`config.mk`:
```
export PLATFORM = sky130hd
export DESIGN_NAME = tsri_queue
export DESIGN_NICKNAME = d
export VERILOG_FILES = /design/src/tsri_pkg.sv /design/src/tsri_queue.sv
export SDC_FILE = /design/constraint.sdc
export NUM_CORES = 1
export LEC_CHECK = 0
export BUFFER_PORTS_ARGS = -buffer_cell sky130_fd_sc_hd__buf_4
export CAP_MARGIN = 20
export CORE_MARGIN = 10
export CORE_UTILIZATION = 38
export CTS_BUF_LIST = sky130_fd_sc_hd__clkbuf_4 sky130_fd_sc_hd__clkbuf_8
export CTS_CLUSTER_SIZE = 30
export DETAILED_ROUTE_END_ITERATION = 12
export PLACE_DENSITY_LB_ADDON = 0.15
export SLEW_MARGIN = 20
export SYNTH_ARGS = -nofsm -noshare
export SYNTH_HDL_FRONTEND = slang
export SYNTH_SLANG_ARGS = --single-unit
```
`constraint.sdc`:
```
create_clock -name clock -period 4.5 [get_ports clock]
set_clock_uncertainty 0.1 [all_clocks]
set_input_delay 0.45 -clock clock [delete_from_list [all_inputs] [get_ports clock]]
set_output_delay 0.45 -clock clock [all_outputs]
set_load 0.01 [all_outputs]
```
`src/tsri_pkg.sv`:
```
`timescale 1ns / 1ps
// ----------------------------------------------------------------------------
// tsri_pkg
// Shared types and constants of the timestamped ring interpolator.
// ----------------------------------------------------------------------------
package tsri_pkg;

   localparam int TIME_W         = 48;
   localparam int ANGLE_W        = 32;
   localparam int DIFF_A_W       = ANGLE_W + 1;
   localparam int DIFF_T_W       = TIME_W + 1;
   localparam int HALF_W         = TIME_W / 2;
   localparam int PART_W         = ANGLE_W + HALF_W;
   localparam int PROD_W         = ANGLE_W + TIME_W;
   localparam int QUOT_W         = 40;
   localparam int SUM_W          = QUOT_W + 2;
   localparam int RING_DEPTH_DEF = 16;
   localparam int QUEUE_DEPTH    = 2;

   localparam logic OP_STORE = 1'b0;
   localparam logic OP_QUERY = 1'b1;

   localparam logic [ANGLE_W-1:0] ANGLE_MAX = {1'b0, {(ANGLE_W-1){1'b1}}};
   localparam logic [ANGLE_W-1:0] ANGLE_MIN = {1'b1, {(ANGLE_W-1){1'b0}}};

   typedef struct packed {
      logic                      kind;
      logic [TIME_W-1:0]         timestamp;
      logic signed [ANGLE_W-1:0] angle;
   } req_type;

   typedef struct packed {
      logic signed [ANGLE_W-1:0] result_angle;
      logic [TIME_W-1:0]         result_time;
      logic                      found;
   } rsp_type;

   typedef struct packed {
      logic               op;
      logic [TIME_W-1:0]  stamp;
      logic [ANGLE_W-1:0] angle;
   } cmd_type;

   typedef struct packed {
      logic               start;
      logic [TIME_W-1:0]  rem_init;
      logic [QUOT_W-1:0]  dividend;
      logic [TIME_W-1:0]  divisor;
   } div_req_type;

   typedef struct packed {
      logic              busy;
      logic [QUOT_W-1:0] quotient;
   } div_sts_type;

endpackage

```
`src/tsri_queue.sv`:
```
`timescale 1ns / 1ps
// ----------------------------------------------------------------------------
// tsri_queue
// Short command queue between the input stage and the execution unit.
// ----------------------------------------------------------------------------
module tsri_queue (
   input  logic              clock,
   input  logic              reset,
   input  logic              push,
   input  tsri_pkg::cmd_type push_data,
   output logic              full,
   input  logic              pop,
   output logic              valid,
   output tsri_pkg::cmd_type pop_data
);
   import tsri_pkg::*;

   localparam int PTR_W = (QUEUE_DEPTH > 1) ? $clog2(QUEUE_DEPTH) : 1;
   localparam int CNT_W = $clog2(QUEUE_DEPTH + 1);
   localparam logic [PTR_W-1:0] LAST_PTR  = PTR_W'(QUEUE_DEPTH - 1);
   localparam logic [CNT_W-1:0] DEPTH_CNT = CNT_W'(QUEUE_DEPTH);

   cmd_type          slot_ff [QUEUE_DEPTH];
   logic [PTR_W-1:0] wr_ptr_ff, wr_ptr_in;
   logic [PTR_W-1:0] rd_ptr_ff, rd_ptr_in;
   logic [CNT_W-1:0] count_ff, count_in;
   logic             do_push, do_pop;

   assign full     = (count_ff == DEPTH_CNT);
   assign valid    = (count_ff != '0);
   assign pop_data = slot_ff[rd_ptr_ff];
   assign do_push  = push && !full;
   assign do_pop   = pop && valid;

   always_comb begin
      wr_ptr_in = wr_ptr_ff;
      rd_ptr_in = rd_ptr_ff;
      count_in  = count_ff;
      if (do_push) begin
         wr_ptr_in = (wr_ptr_ff == LAST_PTR) ? '0 : wr_ptr_ff + 1'b1;
      end
      if (do_pop) begin
         rd_ptr_in = (rd_ptr_ff == LAST_PTR) ? '0 : rd_ptr_ff + 1'b1;
      end
      case ({do_push, do_pop})
         2'b10:   count_in = count_ff + 1'b1;
         2'b01:   count_in = count_ff - 1'b1;
         default: count_in = count_ff;
      endcase
   end

   always_ff @(posedge clock) begin
      if (reset) begin
         wr_ptr_ff <= '0;
         rd_ptr_ff <= '0;
         count_ff  <= '0;
      end else begin
         wr_ptr_ff <= wr_ptr_in;
         rd_ptr_ff <= rd_ptr_in;
         count_ff  <= count_in;
      end
      if (do_push) begin
         slot_ff[wr_ptr_ff] <= push_data;
      end
   end

endmodule

```
==> metrics.txt <==
GR Util met1=about 13%; status=completed; Clock Latency Late Sink=between 0.4 and 0.5 ns; gpl congestion=roughly 0.7; Initial Utilization=between 30% and 40%; FF-to-FF Start=count_ff[0]; Filler cells=roughly 1300; routed via count=approximately 3100; post-CTS setup buffer count=0; DRT iter0 DRCs=181; crit end category=register; Final Core Density=50.8%; register share of total power=between 40% and 50%; hold path cells=1; Synth area leaders=edfxtp_1, mux2_2, dfxtp_1; Sw Share=between 20% and 30%; crit path time final=~2.6 ns; MaxCap Viol Count=0; Post-Route Setup TNS=0 ns; GRT overflow=0; crit start category=register; Comb pwr share=between 20 and 30%; Worst R2R End=slot_ff[0][15]; Worst Setup SP=count_ff[0]; # resized after CTS=0; Fin. Hold Viols=0; Slew HR=about two fifths; hpwl dp=8.57 mm; Data arrival, critical path=2.63 ns; cell area after synthesis=just over 6000 µm²; DIE AREA=21400 µm²; Num CTS Buffers=17; Max H-tree Level=4; P_leak=between 2 and 3 nW; post-synth top area share=80.4%; Period Utilization, post-route=58.8%; P_sw=between 1 and 1.5 mW; Critical Path End=slot_ff[0][15]; hold buffer count at cts=0; vias per cell=4.55; Die Span Y=146 µm; clock-pin transition on the worst setup and hold timing paths=around 0.090 ns; Mapped Avg Cell Area=21.8 µm²; met3 Use GR=around 5.3%; Rows=46; IO Count=between 150 and 200; Tightest Hold Check Type=in2reg; DIE WIDTH=about 150 µm; yosys warns=0; WL/cell=18.4 µm; cell-internal power=about 3.3 mW; cell count after synthesis=278; WS Path Type=reg2reg; Setup violations, final=0; antenna-violating nets left=0; DP Area=7580 µm²; post-route cell area=about 8000 µm²; Yosys reg bits=between 150 and 200; sequential area share after synthesis=between 80 and 90%; largest net degree at the start of global routing=60; RSZ-0062 raised after global routing=no; Port Buf Inserts=between 150 and 200; first-pass GRT wire length=~19 mm; detailed-route wire length=approximately 13 mm; M2 GR Usage=between 20% and 30%; pwr dens=557 nW/µm²; Final Slew Violations=0; Pwr Total=4.47 mW; vias in the first global route=3575; Fin Hold WS=around 0.078 ns; Layout area overhead=32.6%; count of clock tree sinks=167; worst-margin pin slew=0.881 ns; Core ar.=about 16000 µm²; CTS max path bufs=2; grt peak-use layer=met2; R2R Setup Slk=roughly 1.9 ns; initial antenna violation count=0; gr usage total=between 10% and 20%; CP Max Fanout=between 40 and 50; CTS tree=built; Worst VDD drop=0.265 mV; share of layout cells above drive strength 1=roughly three fifths; total nets after synthesis=364; drc violations=0; Reg2Reg Depth=5; FMAX=0.378 GHz; Distinct cells, synth=18; required time worst endpoint=about 4.5 ns; power share of the clock group=roughly 26%; 1st-pass router iterations=5; ANT cells=0; leading area contributor after synthesis=edfxtp_1; Final #Nets=roughly 540; CTS root buffer=clkbuf_8
## state kept, by name, summed over array words and instances, names as in the netlist, named ones only
| signal | cells |
|---|---|
| slot_ff | 162 |
| count_ff | 2 |
| rd_ptr_ff | 1 |
| wr_ptr_ff | 1 |
## worst min path at each step
stage	slack, ns	endpoint	start
final	0.08	slot_ff[1][60]	push_data[60]
after global routing	0.03	slot_ff[1][80]	push_data[80]
after CTS	0.04	slot_ff[1][60]	push_data[60]
after detailed placement	0.41	rd_ptr_ff	rd_ptr_ff
after global placement	0.37	wr_ptr_ff	wr_ptr_ff
after floorplan	0.35	wr_ptr_ff	wr_ptr_ff
## Yosys cell counts
cell type and instances:
ha_1 1, xnor2_1 2, mux2_2 81, a21oi_1 2
nand2b_2 1, buf_2 9, or3_1 2, o21a_1 1
inv_1 2, inv_2 1, dfxtp_1 5, xor2_1 1
and3_1 1, nor2_1 3, o21ai_0 2, nand2_1 1
or2_2 1, edfxtp_1 162
## routing by layer
layer | wire length (µm) | part of all wire [%]
met5 | 0 | 0
met4 | 148 | 1.2
met3 | 822 | 6.5
met2 | 6690 | 53
met1 | 4990 | 39
## power groups by stage
stage	combinational (mW)	sequential (mW)	clock [mW]
after global routing	1.34	2.10	1.26
final	1.24	2.07	1.16
after CTS	1.28	2.08	1.19
after global placement	1.19	2.16	0
after detailed placement	1.28	2.11	0
after floorplan	0.704	2.05	0
## area by class of cell
cell class	count	area [µm²]	area share [%]
Sequential cell	167	4970	62.0
Timing Repair Buffer	170	1300	16.2
Multi-Input combinational cell	99	1030	12.9
Tap cell	216	270	3.37
Clock buffer	18	241	3.01
Clock inverter	14	198	2.47
Inverter	3	12.5	0.156
## worst max-delay path: stages, from the launching register on
cell and delay [ns]:
dfxtp_1 0.43, nand2b_2 0.19, inv_2 0.04, or3_1 0.34, clkinv_2 0.54, buf_4 0.60
## metrics by stage
step,worst slack [ns],instances
5_1_grt,1.68,687
4_1_cts,1.78,687
3_5_place_dp,1.81,655
6_report,1.85,687
3_3_place_gp,1.84,654
2_1_floorplan,1.47,278
## placed cells by master (no fill, tap or decap), types with 3 or more instances in the layout
master / Yosys / layout
buf_4: 0 / 169
nor2_1: 3 / 3
bufinv_16: 0 / 4
clkbuf_8: 0 / 17
dfxtp_1: 5 / 4
mux2_2: 81 / 81
clkinvlp_4: 0 / 3
edfxtp_1: 162 / 162
## logic make-up (layout without fill, tap and decap cells)
kind of cell | Yosys count | count (layout) | synth area share [%]
muxes | 81 | 81 | 15.1
and+or+nand+nor | 9 | 9 | 0.807
xor gates and xnor gates | 3 | 3 | 0.435
buffers and inverters | 12 | 205 | 0.931
adders and majority gates | 1 | 1 | 0.207
DFF | 167 | 167 | 82.1
AOI/OAI and AO/OA | 5 | 5 | 0.455
(Power assumes the default switching activity.)
