### src/tsri_pkg.sv
`timescale 1ns / 1ps
// ----------------------------------------------------------------------------
// tsri_pkg
// Shared types and constants of the timestamped ring interpolator.
// ----------------------------------------------------------------------------
package tsri_pkg;

   localparam int TIME_W         = 48;
   localparam int ANGLE_W        = 32;
   localparam int DIFF_A_W       = ANGLE_W + 1;
   localparam int DIFF_T_W       = TIME_W + 1;
   localparam int HALF_W         = TIME_W / 2;
   localparam int PART_W         = ANGLE_W + HALF_W;
   localparam int PROD_W         = ANGLE_W + TIME_W;
   localparam int QUOT_W         = 40;
   localparam int SUM_W          = QUOT_W + 2;
   localparam int RING_DEPTH_DEF = 16;
   localparam int QUEUE_DEPTH    = 2;

   localparam logic OP_STORE = 1'b0;
   localparam logic OP_QUERY = 1'b1;

   localparam logic [ANGLE_W-1:0] ANGLE_MAX = {1'b0, {(ANGLE_W-1){1'b1}}};
   localparam logic [ANGLE_W-1:0] ANGLE_MIN = {1'b1, {(ANGLE_W-1){1'b0}}};

   typedef struct packed {
      logic                      kind;
      logic [TIME_W-1:0]         timestamp;
      logic signed [ANGLE_W-1:0] angle;
   } req_type;

   typedef struct packed {
      logic signed [ANGLE_W-1:0] result_angle;
      logic [TIME_W-1:0]         result_time;
      logic                      found;
   } rsp_type;

   typedef struct packed {
      logic               op;
      logic [TIME_W-1:0]  stamp;
      logic [ANGLE_W-1:0] angle;
   } cmd_type;

   typedef struct packed {
      logic               start;
      logic [TIME_W-1:0]  rem_init;
      logic [QUOT_W-1:0]  dividend;
      logic [TIME_W-1:0]  divisor;
   } div_req_type;

   typedef struct packed {
      logic              busy;
      logic [QUOT_W-1:0] quotient;
   } div_sts_type;

endpackage

### src/tsri_divider.sv
`timescale 1ns / 1ps
// ----------------------------------------------------------------------------
// tsri_divider
// Restoring divider, one quotient bit per cycle. The caller guarantees that
// the starting remainder is below the divisor.
// ----------------------------------------------------------------------------
module tsri_divider (
   input  logic                  clock,
   input  logic                  reset,
   input  tsri_pkg::div_req_type div_req,
   output tsri_pkg::div_sts_type div_sts
);
   import tsri_pkg::*;

   localparam int STEP_W = $clog2(QUOT_W);
   localparam logic [STEP_W-1:0] LAST_STEP = STEP_W'(QUOT_W - 1);

   logic              busy_ff, busy_in;
   logic [STEP_W-1:0] step_ff, step_in;
   logic [TIME_W-1:0] rem_ff, rem_in;
   logic [TIME_W-1:0] dsr_ff, dsr_in;
   logic [QUOT_W-1:0] dvd_ff, dvd_in;
   logic [QUOT_W-1:0] quot_ff, quot_in;
   logic [TIME_W:0]   trial;
   logic [TIME_W:0]   diff;
   logic              fits;

   assign trial = {rem_ff, dvd_ff[QUOT_W-1]};
   assign diff  = trial - {1'b0, dsr_ff};
   assign fits  = !diff[TIME_W];

   assign div_sts.busy     = busy_ff;
   assign div_sts.quotient = quot_ff;

   always_comb begin
      busy_in = busy_ff;
      step_in = step_ff;
      rem_in  = rem_ff;
      dsr_in  = dsr_ff;
      dvd_in  = dvd_ff;
      quot_in = quot_ff;
      if (div_req.start) begin
         busy_in = 1'b1;
         step_in = '0;
         rem_in  = div_req.rem_init;
         dsr_in  = div_req.divisor;
         dvd_in  = div_req.dividend;
         quot_in = '0;
      end else if (busy_ff) begin
         rem_in  = fits ? diff[TIME_W-1:0] : trial[TIME_W-1:0];
         dvd_in  = {dvd_ff[QUOT_W-2:0], 1'b0};
         quot_in = {quot_ff[QUOT_W-2:0], fits};
         step_in = step_ff + 1'b1;
         if (step_ff == LAST_STEP) begin
            busy_in = 1'b0;
         end
      end
   end

   always_ff @(posedge clock) begin
      if (reset) begin
         busy_ff <= 1'b0;
         step_ff <= '0;
      end else begin
         busy_ff <= busy_in;
         step_ff <= step_in;
      end
      rem_ff  <= rem_in;
      dsr_ff  <= dsr_in;
      dvd_ff  <= dvd_in;
      quot_ff <= quot_in;
   end

endmodule

### config.mk
export PLATFORM = sky130hd
export DESIGN_NAME = tsri_divider
export DESIGN_NICKNAME = d
export VERILOG_FILES = /design/src/tsri_pkg.sv /design/src/tsri_divider.sv
export SDC_FILE = /design/constraint.sdc
export NUM_CORES = 1
export LEC_CHECK = 0
export BUFFER_PORTS_ARGS = -buffer_cell sky130_fd_sc_hd__buf_4
export CORE_AREA = 5 5 142 144
export DETAILED_ROUTE_END_ITERATION = 16
export DIE_AREA = 0 0 147 149
export PLACE_DENSITY = 0.81
export SYNTH_ARGS = -nofsm -noshare
export SYNTH_HDL_FRONTEND = slang
export SYNTH_SLANG_ARGS = --single-unit
### constraint.sdc
create_clock -name clock -period 5.1 [get_ports clock]
set_clock_uncertainty 0.05 [all_clocks]
set_input_delay 1.02 -clock clock [delete_from_list [all_inputs] [get_ports clock]]
set_output_delay 1.02 -clock clock [all_outputs]
set_load 0.05 [all_outputs]
==> results list <==
- Commonest non-fill, non-tap cell in the layout: buf_4
- Critical Setup Path Class: reg2reg
- Area inside the core boundary: around 19,000 um^2
- For the worst setup path, the data required time is between 5 and 6 ns.
- During synthesis, Yosys emitted a total of 0 warnings.
- Final setup violation count: 0
* RD Place Congestion: about 0.93
- The count of final max-slew check failures was 0.
- Async SR Flop Fraction: 0
* Aggregate negative setup slack: 0 ns
- Count of flip-flops with a built-in enable after synthesis: around 140
* Cells resized by post-CTS repair: 0
* Overall die width: between 100 and 150 um
* Worst Reg2Reg Path Length in Cells: 14
- Number of instances in the synthesized netlist: just over 1,000
- The die is roughly 150 um tall.
- For this design the top-level I/O count stands at between 150 and 200.
- Worst-skew pair later-pin latency: between 0.4 and 0.5 ns
- Wires add up to between 20,000 and 25,000 um.
- Worst Hold Depth: 2
* Cell area after synthesis: 10,410 um^2
- The final count of hold timing violations is 0.
* Clock-pin slew on the worst setup and hold paths: about 0.08 ns
- Area growth from synthesis to layout: 20.12%
- The flow ran to the end, and the final reports show no timing, DRC or antenna violations.
* Rel. slew slack: 0.4516
* Count of unresolved DRC violations after routing: 0
* Cell at the slowest stage of the critical path: fa_1
* Yosys reg bits: around 180
- After clock tree synthesis, the flow added hold-fix buffers numbering 0.
- The tightest min-delay check is of the reg2reg type.
- The cell that appears most often on the critical path is inv_1.
- The pre-antenna-repair detailed-routing pass consisted of 5 iterations.
- Final cycle utilization of the critical path: 0.7317
- The first routing iteration left 479 violations.
- Number of input and output port buffers inserted: 179
- The top cell types in the final layout, fill and taps aside, are buf_4, edfxtp_1, nor2_1, a21oi_1, nand2_1.
* Average routed wire per standard cell: approximately 17 um
* Cells along the critical path: inv_1, ha_1, inv_1, fa_1, a211oi_1, o211ai_1, a21oi_2, a2bb2oi_2, nand4_1, nand3b_4, buf_12, nand2_1, o21ai_0, mux2_2
- On the worst path, the slowest cell contributes a delay of 0.43 ns.
* N_diodes: 0
- For this run, the register share of the synthesized area comes to 0.4825.
* Largest net degree at the start of global routing: about 130
- Layout Nets: 1,362
- The first global-routing pass estimated between 30,000 and 40,000 um of wire.
- Startpoint type of the worst setup path: register
- Initial core utilization: 0.5605
* Number of nets with antenna violations after detailed routing: 0
* Via count of the first global-routing pass: 8,173
- Final Core Density: 0.6733
* Detailed-route vias per instance: between 5 and 6
* Power per cell area: roughly 430 nW/um^2
- Clock tree synthesis selected as its root buffer the cell clkbuf_16.
- The die covers roughly 22,000 um^2.
- After synthesis, the netlist uses 78 different library cells.
* Type of element capturing the critical path: register
- # Post-CTS Setup Buffers: 0
* Global-route congestion overflow total: 0
- Max-cap violation count: 0
* GRT Util Overall: 0.2153
- TritonCTS built the clock tree.
- Worst vdd rail ir drop: between 0.2 and 0.3 mV
* Avg Inst Size Synth: 10.22 um^2
- Level count of the clock H-tree: 4
- Based on the critical path, the design can be clocked at up to between 200 and 300 MHz.
- Subtracting the final worst setup slack from the clock period gives approximately 3.7 ns.
- Proportion of layout cells with a drive suffix above 1: 0.2395
- The initial antenna violation count came to 0.
- For this block, the via count after detailed routing is between 8,000 and 9,000.
- Total half-perimeter wirelength after legalization and detailed placement: approximately 17,000 um
- In this run the static leakage power is 5.256 nW.
* Number of nets produced by synthesis: between 1,000 and 1,500
* Sink Count: between 150 and 200
* Maximum buffer depth of the clock tree: 2
- Data arrives at the worst endpoint at between 3 and 4 ns.
- In this run the worst path has a maximum fanout of 44.
- Std cell rows: 50
* Unrepaired setup endpoints after global routing: no
* Transition time at the pin with the least slew margin: between 0.8 and 0.9 ns
- Leading register cell type out of synthesis: edfxtp_1
- TritonCTS created 17 clock buffers.
- Total power for the finished layout comes to ~0.0054 W.
[per-stage QoR]
| step | cell area (um^2) | hold slack [ns] | std cells | setup WS (ns) |
|---|---|---|---|---|
| 2_1_floorplan | 10420 | 0.4083 | 1019 | 1.166 |
| 3_3_place_gp | 11890 | 0.4169 | 1388 | 1.485 |
| 3_5_place_dp | 11890 | 0.4324 | 1388 | 1.355 |
| 4_1_cts | 12510 | 0.4507 | 1420 | 1.335 |
| 5_1_grt | 12510 | 0.5116 | 1420 | 0.9941 |
| 6_report | 12510 | 0.4540 | 1420 | 1.368 |
[final timing paths]
check        slack (ns)          to        from
max                1.37  rem_ff[15]  dvd_ff[39]
min                0.45  step_ff[5]  step_ff[5]
max reg2reg        1.37  rem_ff[15]  dvd_ff[39]
min reg2reg        0.45  step_ff[5]  step_ff[5]
[routing by layer]
layer | GRT usage | part of all wire | vias up
met2 | 0.3600 | 0.48 | 209
met5 | 0 | 0 | -
li1 | - | - | 4002
met1 | 0.2626 | 0.42 | 3828
met3 | 0.08083 | 0.081 | 30
met4 | 0.06104 | 0.018 | 0
[synthesized netlist by cell type, types with 17 or more instances]
library cell	count	area, um^2
a21o_1	17	127.6
a21oi_1	91	455.4
clkbuf_1	22	82.58
dfxtp_1	47	940.9
edfxtp_1	136	4084
ha_1	49	613.1
inv_1	67	251.5
mux2_2	40	450.4
mux2i_1	53	530.5
nand2_1	78	292.8
nand3_1	20	100.1
nor2_1	97	364.1
o21ai_0	74	370.4
xnor2_1	24	210.2
xor2_1	18	157.7
[state kept, by name, indices dropped and copies added (netlist names)]
register,count
quot_ff,40
busy_ff,1
rem_ff,48
step_ff,6
dvd_ff,40
dsr_ff,48
[critical path: cells and delay by family (launching register included)]
kind / cells / cell delay, ns
buffers and inverters: 3 / 0.46
adders and majority gates: 2 / 0.58
DFF: 1 / 0.39
AOI/OAI and AO/OA: 5 / 1.03
muxes: 1 / 0.27
and+or+nand+nor: 3 / 0.66
[cell type report]
type                       instances  area [um^2]
timing repair buffer             184         1410
clock inverter                    15        191.4
fill                            1418         6070
sequential                       183         5026
clock buffer                      17        425.4
inverter                          67        251.5
multi-input combinational        720         4913
tap                              234        292.8
[where the power goes]
group,switching (W),internal (W),total (W)
Clock,0.000703,0.000681,0.00138
Combinational,0.00121,0.000859,0.00206
Sequential,0.0000903,0.00183,0.00192
Total,0.00200,0.00337,0.00537
[cells by family (layout without fill, tap and decap cells)]
kind of cell | count (synthesis) | in the layout | share of synthesized area
compound gates | 274 | 274 | 0.1628
buf+inv | 116 | 283 | 0.04649
simple gates | 261 | 261 | 0.1180
flops | 183 | 183 | 0.4825
xor+xnor | 42 | 42 | 0.03532
fa+ha+maj | 50 | 50 | 0.06079
mux | 93 | 93 | 0.09419
Note: power is estimated with default switching activity, not from simulation.
