`src/tsri_pkg.sv`:
```
`timescale 1ns / 1ps
// ----------------------------------------------------------------------------
// tsri_pkg
// Shared types and constants of the timestamped ring interpolator.
// ----------------------------------------------------------------------------
package tsri_pkg;

   localparam int TIME_W         = 48;
   localparam int ANGLE_W        = 32;
   localparam int DIFF_A_W       = ANGLE_W + 1;
   localparam int DIFF_T_W       = TIME_W + 1;
   localparam int HALF_W         = TIME_W / 2;
   localparam int PART_W         = ANGLE_W + HALF_W;
   localparam int PROD_W         = ANGLE_W + TIME_W;
   localparam int QUOT_W         = 40;
   localparam int SUM_W          = QUOT_W + 2;
   localparam int RING_DEPTH_DEF = 16;
   localparam int QUEUE_DEPTH    = 2;

   localparam logic OP_STORE = 1'b0;
   localparam logic OP_QUERY = 1'b1;

   localparam logic [ANGLE_W-1:0] ANGLE_MAX = {1'b0, {(ANGLE_W-1){1'b1}}};
   localparam logic [ANGLE_W-1:0] ANGLE_MIN = {1'b1, {(ANGLE_W-1){1'b0}}};

   typedef struct packed {
      logic                      kind;
      logic [TIME_W-1:0]         timestamp;
      logic signed [ANGLE_W-1:0] angle;
   } req_type;

   typedef struct packed {
      logic signed [ANGLE_W-1:0] result_angle;
      logic [TIME_W-1:0]         result_time;
      logic                      found;
   } rsp_type;

   typedef struct packed {
      logic               op;
      logic [TIME_W-1:0]  stamp;
      logic [ANGLE_W-1:0] angle;
   } cmd_type;

   typedef struct packed {
      logic               start;
      logic [TIME_W-1:0]  rem_init;
      logic [QUOT_W-1:0]  dividend;
      logic [TIME_W-1:0]  divisor;
   } div_req_type;

   typedef struct packed {
      logic              busy;
      logic [QUOT_W-1:0] quotient;
   } div_sts_type;

endpackage

```
`src/tsri_back.sv`:
```
`timescale 1ns / 1ps
// ----------------------------------------------------------------------------
// tsri_back
// Execution unit: owns the sample ring, scans it for queries, interpolates
// with a shared multiplier and the serial divider, and holds the response
// register.
// ----------------------------------------------------------------------------
module tsri_back #(
   parameter int RING_DEPTH = tsri_pkg::RING_DEPTH_DEF
) (
   input  logic                  clock,
   input  logic                  reset,
   input  logic                  q_valid,
   input  tsri_pkg::cmd_type     q_data,
   output logic                  q_pop,
   output tsri_pkg::div_req_type div_req,
   input  tsri_pkg::div_sts_type div_sts,
   output logic                  rsp_valid,
   input  logic                  rsp_stall,
   output tsri_pkg::rsp_type     rsp_data
);
   import tsri_pkg::*;

   localparam int PTR_W = $clog2(RING_DEPTH);
   localparam int CNT_W = $clog2(RING_DEPTH + 1);
   localparam logic [PTR_W-1:0] LAST_PTR  = PTR_W'(RING_DEPTH - 1);
   localparam logic [CNT_W-1:0] DEPTH_CNT = CNT_W'(RING_DEPTH);
   localparam logic [CNT_W-1:0] LAST_CNT  = CNT_W'(RING_DEPTH - 1);

   localparam logic [3:0] S_IDLE = 4'd0;
   localparam logic [3:0] S_SCAN = 4'd1;
   localparam logic [3:0] S_PRED = 4'd2;
   localparam logic [3:0] S_PDAT = 4'd3;
   localparam logic [3:0] S_MAG  = 4'd4;
   localparam logic [3:0] S_MUL0 = 4'd5;
   localparam logic [3:0] S_MUL1 = 4'd6;
   localparam logic [3:0] S_ADD  = 4'd7;
   localparam logic [3:0] S_CHK  = 4'd8;
   localparam logic [3:0] S_DIV  = 4'd9;
   localparam logic [3:0] S_SUM  = 4'd10;
   localparam logic [3:0] S_OUT  = 4'd11;

   typedef struct packed {
      logic [TIME_W-1:0]  stamp;
      logic [ANGLE_W-1:0] angle;
   } entry_type;

   entry_type mem [RING_DEPTH];
   entry_type rd_data_ff;
   logic      rd_ok_ff;

   logic [3:0]          state_ff, state_in;
   logic [PTR_W-1:0]    wp_ff, wp_in;
   logic [CNT_W-1:0]    fill_ff, fill_in;
   logic [PTR_W-1:0]    scan_addr_ff, scan_addr_in;
   logic [CNT_W-1:0]    iss_cnt_ff, iss_cnt_in;
   logic                cmp_vld_ff, cmp_vld_in;
   logic                cmp_last_ff, cmp_last_in;
   logic [PTR_W-1:0]    cmp_addr_ff, cmp_addr_in;
   logic [PTR_W-1:0]    j_addr_ff, j_addr_in;
   logic [TIME_W-1:0]   query_ff, query_in;
   logic [TIME_W-1:0]   tj_ff, tj_in;
   logic [ANGLE_W-1:0]  aj_ff, aj_in;
   logic [ANGLE_W-1:0]  ap_ff, ap_in;
   logic [DIFF_A_W-1:0] da_ff, da_in;
   logic [DIFF_T_W-1:0] dt_ff, dt_in;
   logic [DIFF_T_W-1:0] dq_ff, dq_in;
   logic [ANGLE_W-1:0]  ma_ff, ma_in;
   logic [TIME_W-1:0]   mt_ff, mt_in;
   logic [TIME_W-1:0]   mq_ff, mq_in;
   logic                neg_ff, neg_in;
   logic [PART_W-1:0]   p0_ff, p0_in;
   logic [PART_W-1:0]   p1_ff, p1_in;
   logic [PROD_W-1:0]   prod_ff, prod_in;
   logic [ANGLE_W-1:0]  res_angle_ff, res_angle_in;
   logic                res_found_ff, res_found_in;
   logic                rsp_valid_ff, rsp_valid_in;
   rsp_type             rsp_data_ff, rsp_data_in;

   logic [PTR_W-1:0]    rd_addr;
   logic [PTR_W-1:0]    pred_addr;
   logic [TIME_W-1:0]   rd_time;
   logic [ANGLE_W-1:0]  rd_angle;
   logic                store_now;
   logic                issuing;
   logic [DIFF_A_W-1:0] da_neg;
   logic [DIFF_T_W-1:0] dt_neg;
   logic [DIFF_T_W-1:0] dq_neg;
   logic [HALF_W-1:0]   mul_b;
   logic [PART_W-1:0]   mul_out;
   logic [QUOT_W-1:0]   prod_hi;
   logic                big;
   logic [SUM_W-1:0]    ap_ext;
   logic [SUM_W-1:0]    q_ext;
   logic [SUM_W-1:0]    sum;
   logic                sum_fits;
   logic                out_free;

   // slots at or beyond the fill count have never been written and read as zero
   assign rd_time   = rd_ok_ff ? rd_data_ff.stamp : '0;
   assign rd_angle  = rd_ok_ff ? rd_data_ff.angle : '0;
   assign pred_addr = (j_addr_ff == '0) ? LAST_PTR : j_addr_ff - 1'b1;
   assign rd_addr   = (state_ff == S_PRED) ? pred_addr : scan_addr_ff;

   assign q_pop     = q_valid && (state_ff == S_IDLE);
   assign store_now = q_pop && (q_data.op == OP_STORE);
   assign issuing   = (iss_cnt_ff != DEPTH_CNT);

   assign da_neg  = -da_ff;
   assign dt_neg  = -dt_ff;
   assign dq_neg  = -dq_ff;
   assign mul_b   = (state_ff == S_MUL0) ? mq_ff[HALF_W-1:0] : mq_ff[TIME_W-1:HALF_W];
   assign mul_out = PART_W'(ma_ff) * PART_W'(mul_b);
   assign prod_hi = prod_ff[PROD_W-1:PROD_W-QUOT_W];
   assign big     = ({{(TIME_W-QUOT_W){1'b0}}, prod_hi} >= mt_ff);

   assign ap_ext   = {{(SUM_W-ANGLE_W){ap_ff[ANGLE_W-1]}}, ap_ff};
   assign q_ext    = {2'b00, div_sts.quotient};
   assign sum      = neg_ff ? ap_ext - q_ext : ap_ext + q_ext;
   assign sum_fits = (sum[SUM_W-1:ANGLE_W-1] == '0) || (sum[SUM_W-1:ANGLE_W-1] == '1);

   assign out_free = !rsp_valid_ff || !rsp_stall;

   assign div_req.start    = (state_ff == S_CHK) && !big;
   assign div_req.rem_init = TIME_W'(prod_hi);
   assign div_req.dividend = prod_ff[QUOT_W-1:0];
   assign div_req.divisor  = mt_ff;

   assign rsp_valid = rsp_valid_ff;
   assign rsp_data  = rsp_data_ff;

   always_comb begin
      state_in     = state_ff;
      wp_in        = wp_ff;
      fill_in      = fill_ff;
      scan_addr_in = scan_addr_ff;
      iss_cnt_in   = iss_cnt_ff;
      cmp_vld_in   = 1'b0;
      cmp_last_in  = cmp_last_ff;
      cmp_addr_in  = cmp_addr_ff;
      j_addr_in    = j_addr_ff;
      query_in     = query_ff;
      tj_in        = tj_ff;
      aj_in        = aj_ff;
      ap_in        = ap_ff;
      da_in        = da_ff;
      dt_in        = dt_ff;
      dq_in        = dq_ff;
      ma_in        = ma_ff;
      mt_in        = mt_ff;
      mq_in        = mq_ff;
      neg_in       = neg_ff;
      p0_in        = p0_ff;
      p1_in        = p1_ff;
      prod_in      = prod_ff;
      res_angle_in = res_angle_ff;
      res_found_in = res_found_ff;
      rsp_valid_in = rsp_valid_ff && rsp_stall;
      rsp_data_in  = rsp_data_ff;

      unique case (state_ff)
         S_IDLE: begin
            if (store_now) begin
               wp_in = (wp_ff == LAST_PTR) ? '0 : wp_ff + 1'b1;
               if (fill_ff != DEPTH_CNT) begin
                  fill_in = fill_ff + 1'b1;
               end
            end else if (q_pop) begin
               // start at the oldest slot
               query_in     = q_data.stamp;
               scan_addr_in = wp_ff;
               iss_cnt_in   = '0;
               state_in     = S_SCAN;
            end
         end
         S_SCAN: begin
            if (issuing) begin
               scan_addr_in = (scan_addr_ff == LAST_PTR) ? '0 : scan_addr_ff + 1'b1;
               iss_cnt_in   = iss_cnt_ff + 1'b1;
               cmp_vld_in   = 1'b1;
               cmp_addr_in  = scan_addr_ff;
               cmp_last_in  = (iss_cnt_ff == LAST_CNT);
            end
            if (cmp_vld_ff && (rd_time > query_ff)) begin
               j_addr_in  = cmp_addr_ff;
               tj_in      = rd_time;
               aj_in      = rd_angle;
               cmp_vld_in = 1'b0;
               state_in   = S_PRED;
            end else if (cmp_vld_ff && cmp_last_ff) begin
               res_angle_in = '0;
               res_found_in = 1'b0;
               cmp_vld_in   = 1'b0;
               state_in     = S_OUT;
            end
         end
         S_PRED: begin
            state_in = S_PDAT;
         end
         S_PDAT: begin
            ap_in    = rd_angle;
            da_in    = {aj_ff[ANGLE_W-1], aj_ff} - {rd_angle[ANGLE_W-1], rd_angle};
            dt_in    = {1'b0, tj_ff} - {1'b0, rd_time};
            dq_in    = {1'b0, query_ff} - {1'b0, rd_time};
            state_in = S_MAG;
         end
         S_MAG: begin
            ma_in  = da_ff[DIFF_A_W-1] ? da_neg[ANGLE_W-1:0] : da_ff[ANGLE_W-1:0];
            mt_in  = dt_ff[DIFF_T_W-1] ? dt_neg[TIME_W-1:0] : dt_ff[TIME_W-1:0];
            mq_in  = dq_ff[DIFF_T_W-1] ? dq_neg[TIME_W-1:0] : dq_ff[TIME_W-1:0];
            neg_in = da_ff[DIFF_A_W-1] ^ dt_ff[DIFF_T_W-1] ^ dq_ff[DIFF_T_W-1];
            res_found_in = 1'b1;
            if (dt_ff == '0) begin
               // equal timestamps: return the predecessor as it is
               res_angle_in = ap_ff;
               state_in     = S_OUT;
            end else begin
               state_in = S_MUL0;
            end
         end
         S_MUL0: begin
            p0_in    = mul_out;
            state_in = S_MUL1;
         end
         S_MUL1: begin
            p1_in    = mul_out;
            state_in = S_ADD;
         end
         S_ADD: begin
            prod_in  = PROD_W'(p0_ff) + {p1_ff, {HALF_W{1'b0}}};
            state_in = S_CHK;
         end
         S_CHK: begin
            if (big) begin
               res_angle_in = neg_ff ? ANGLE_MIN : ANGLE_MAX;
               state_in     = S_OUT;
            end else begin
               state_in = S_DIV;
            end
         end
         S_DIV: begin
            if (!div_sts.busy) begin
               state_in = S_SUM;
            end
         end
         S_SUM: begin
            if (sum_fits) begin
               res_angle_in = sum[ANGLE_W-1:0];
            end else begin
               res_angle_in = sum[SUM_W-1] ? ANGLE_MIN : ANGLE_MAX;
            end
            state_in = S_OUT;
         end
         S_OUT: begin
            if (out_free) begin
               rsp_valid_in             = 1'b1;
               rsp_data_in.result_angle = res_angle_ff;
               rsp_data_in.result_time  = res_found_ff ? query_ff : '0;
               rsp_data_in.found        = res_found_ff;
               state_in                 = S_IDLE;
            end
         end
         default: begin
            state_in = S_IDLE;
         end
      endcase
   end

   // ring storage
   always_ff @(posedge clock) begin
      if (store_now) begin
         mem[wp_ff] <= {q_data.stamp, q_data.angle};
      end
      rd_data_ff <= mem[rd_addr];
      rd_ok_ff   <= (CNT_W'(rd_addr) < fill_ff);
   end

   always_ff @(posedge clock) begin
      if (reset) begin
         state_ff     <= S_IDLE;
         wp_ff        <= '0;
         fill_ff      <= '0;
         iss_cnt_ff   <= '0;
         cmp_vld_ff   <= 1'b0;
         rsp_valid_ff <= 1'b0;
      end else begin
         state_ff     <= state_in;
         wp_ff        <= wp_in;
         fill_ff      <= fill_in;
         iss_cnt_ff   <= iss_cnt_in;
         cmp_vld_ff   <= cmp_vld_in;
         rsp_valid_ff <= rsp_valid_in;
      end
      scan_addr_ff <= scan_addr_in;
      cmp_last_ff  <= cmp_last_in;
      cmp_addr_ff  <= cmp_addr_in;
      j_addr_ff    <= j_addr_in;
      query_ff     <= query_in;
      tj_ff        <= tj_in;
      aj_ff        <= aj_in;
      ap_ff        <= ap_in;
      da_ff        <= da_in;
      dt_ff        <= dt_in;
      dq_ff        <= dq_in;
      ma_ff        <= ma_in;
      mt_ff        <= mt_in;
      mq_ff        <= mq_in;
      neg_ff       <= neg_in;
      p0_ff        <= p0_in;
      p1_ff        <= p1_in;
      prod_ff      <= prod_in;
      res_angle_ff <= res_angle_in;
      res_found_ff <= res_found_in;
      rsp_data_ff  <= rsp_data_in;
   end

endmodule

```
`config.mk`:
```
export PLATFORM = sky130hd
export DESIGN_NAME = tsri_back
export DESIGN_NICKNAME = d
export VERILOG_FILES = /design/src/tsri_pkg.sv /design/src/tsri_back.sv
export SDC_FILE = /design/constraint.sdc
export NUM_CORES = 2
export LEC_CHECK = 0
export BUFFER_PORTS_ARGS = -buffer_cell sky130_fd_sc_hd__buf_2
export CORE_MARGIN = 2
export CORE_UTILIZATION = 55
export DETAILED_ROUTE_END_ITERATION = 12
export PLACE_DENSITY_LB_ADDON = 0.08
export REMOVE_ABC_BUFFERS = 1
export SLEW_MARGIN = 40
export SYNTH_ARGS = -nofsm -noshare
export SYNTH_HDL_FRONTEND = slang
export SYNTH_SLANG_ARGS = --single-unit
```
`constraint.sdc`:
```
create_clock -name clock -period 12.4 [get_ports clock]
set_input_delay 1.86 -clock clock [delete_from_list [all_inputs] [get_ports clock]]
set_output_delay 1.86 -clock clock [all_outputs]
set_load 0.02 [all_outputs]
```
==> results.yml <==
logic_synthesis:
  synth-seq-area-share_pct: 54.2
  async_flop_share_pct: 0
  synth_top_cell_by_area: "edfxtp_1"
  synth_edf_count: 2019
  synth_area_leaders: "edfxtp_1 52%, fa_1 11%, mux4_2 6.2%"
  ys_types: 81
  synthFlopType: "edfxtp_1"
  synth_area_sq_um: 116000
  synth-seq-cells: 2120
  postSynthAreaPerCell_sq_um: 13.4
  ys_warn_count: 0
  synth_top_area_share_pct: 52.5
  syn_inst: 8656
cts:
  cts_sinks: 2120
  cts.clk_slew.worst_paths_ps: 70
  clock_path_buffers: 3
  post_cts.repair.setup_buffers: 0
  ctsHtreeMaxLevel: 4
  cts_tree: "yes"
  cts_root_buffer: "clkbuf_16"
  insertion_delay_ps: 870
  ctsHoldBuffers: 0
  numCtsBuffers: 211
  ctsResizeCount: 0
timing:
  drv_slew: 0
  max_freq_mhz: 98.4
  finalCritPeriodShare_pct: 82.0
  hold_viol: 0
  finClkSkew_ps: 89.4
  max_slew.worst_pin.slew_ps: 981
  setup_viol: 0
  post-route-min-period_ps: 10160
  fin_ws_ps: 2240
  max_slew_margin_pct: 34.6
  rsz0062_at_grt: "no"
min_path:
  hold_depth: 0
  min_from: "p0_ff[15]"
  worstHoldPathType: "register to register"
  hold_end: "prod_ff[15]"
final_layout:
  num-nets-final: 10200
  most-common-layout-cells: "2019 x edfxtp_1, 1012 x nand2_1, 940 x inv_1, 663 x fa_1, 441 x ha_1"
  final_common_cell: "edfxtp_1"
  drive_gt1_share_pct: 13.2
  ff_latch_area_sq_um: 62700
  nFillCells: 16100
  area_delta_synth_final_pct: 10.8
  multi_input_area_sq_um: 48300
  fin_cells: 12000
global_routing:
  grt_pass1_vias: 71200
  overflow: 0
  grt_pass1_wl_mm: 439
  grtUsageTotal_pct: 27.1
  grt_max_degree: 131
  antenna_found_initial: 29
worst_setup_path:
  cpMaxStageDelayCell: "dfxtp_1"
  cpPeakStageDelay_ps: 700
  worst_setup_path_end_kind: "register"
  crit_arrival_ps: 10730
  r2r_start: "state_ff[0]"
  ff2ff_path_depth: 29
  critPathKind: "register to register"
  r2r-end: "p1_ff[54]"
  crit_top_cell: "fa_1"
  r2r_slack_ps: 2240
  cp_max_fo: 19
  critical_path_required_ps: 12960
  start_kind: "register"
floorplanning:
  die_w_um: 462
  initial_core_util_pct: 55.3
  die_h_um: 462
  row_count: 168
  io_pins: 346
  core_area_sq_um: 209000
  die_area_sq_um: 214000
drt:
  drc: 0
  vias_per_cell: 5.85
  vias: 69900
  drt-initial-drc-count: 5981
  wirelength_mm: 290
  dr.pass1.iters: 6
  ant_nets: 0
  wire_per_inst_um: 24.2
placed_design:
  io_buffers: 337
  globalplace.congestion: 0.912
  dp_cells: 11600
  pre_cts_slack_ps: 2280
  post-dp-hpwl_mm: 197
flow_run:
  max-cap-violations: 0
run_status:
  outcome: "complete, no violations"
==> how the worst max path moves through the flow <==
stage | startpoint | end | slack, ps | cells after the start
2_1_floorplan | state_ff[1] | rd_ok_ff | -18910 | 10
3_3_place_gp | state_ff[0] | p0_ff[51] | 2490 | 31
3_5_place_dp | state_ff[0] | p0_ff[54] | 2280 | 29
4_1_cts | state_ff[0] | p1_ff[54] | 2270 | 29
5_1_grt | state_ff[0] | p1_ff[54] | 1630 | 29
6_report | state_ff[0] | p1_ff[54] | 2240 | 29
==> synth_stat cells, types with 37 or more instances <==
cell,number
a21o_1,125
and3_1,118
ha_1,441
inv_1,941
o31ai_1,43
o21a_1,52
buf_1,37
clkbuf_1,312
edfxtp_1,2019
a31oi_1,110
xnor2_1,316
nor3_1,66
a21oi_1,281
nand2_1,1012
fa_1,663
mux4_2,320
dfxtp_1,101
nand3_1,82
o21ai_0,224
xor2_1,103
nor2_1,249
nand2b_1,56
nand4_1,43
nor2b_1,135
and2_1,374
==> critical path, delay by kind of cell (launching register included) <==
kind / cells / cell delay [ps]
flip-flops: 1 / 700
adder cells (fa/ha/maj): 8 / 3880
buffers and inverters: 5 / 550
multiplexers: 1 / 610
AO/OA/AOI/OAI: 8 / 2110
XOR/XNOR: 1 / 160
AND/OR/NAND/NOR: 6 / 1830
==> cells by family (layout without fill, tap and decap cells) <==
group / Yosys count / after routing / share of synthesized area, %
and+or+nand+nor: 2277 / 2277 / 9.60
DFF: 2120 / 2120 / 54.2
buffers and inverters: 1316 / 1800 / 4.32
adders and majority gates: 1104 / 1104 / 16.3
AOI/OAI and AO/OA: 1069 / 1069 / 5.92
xor gates and xnor gates: 419 / 419 / 3.18
muxes: 350 / 350 / 6.52
other: 1 / 18 / 0.00324
==> sequential cells by signal, summed over array words and instances, names as in the netlist, 33 cells and up <==
register    flops
da_ff          33
dq_ff          49
dt_ff          49
mem          1280
mq_ff          48
mt_ff          48
p0_ff          56
p1_ff          56
prod_ff        80
query_ff       48
rd_data_ff     80
rsp_data       81
tj_ff          48
==> through the flow <==
| stage | instance area [sq um] | utilization, % | TNS [ps] | hold slack, ps |
|---|---|---|---|---|
| global placement | 121000 | 57.6 | 0 | 402 |
| global route | 128000 | 61.2 | 0 | 407 |
| finish | 128000 | 61.2 | 0 | 400 |
| detailed placement | 121000 | 57.8 | 0 | 405 |
| floorplan | 114000 | - | -1596440 | 400 |
| CTS | 128000 | 61.2 | 0 | 408 |
==> routing by layer <==
metal	GRT usage, %	vias up	wire [um]
li1	-	31200	-
met1	36.0	36100	117000
met2	45.6	2149	144000
met3	4.39	510	17700
met4	9.34	30	10700
met5	0	-	186
==> area by class of cell <==
| cell class | count | area share [%] |
|---|---|---|
| Sequential cell | 2120 | 48.9 |
| Timing Repair Buffer | 463 | 2.35 |
| Clock buffer | 290 | 4.58 |
| Tap cell | 2805 | 2.74 |
| Multi-Input combinational cell | 5227 | 37.7 |
| Inverter | 943 | 2.77 |
| Clock inverter | 104 | 0.965 |
| Antenna cell | 10 | 0.0195 |
Power is not shown: default switching activity piles up to over one toggle a cycle in this logic, so the estimate is an artifact.
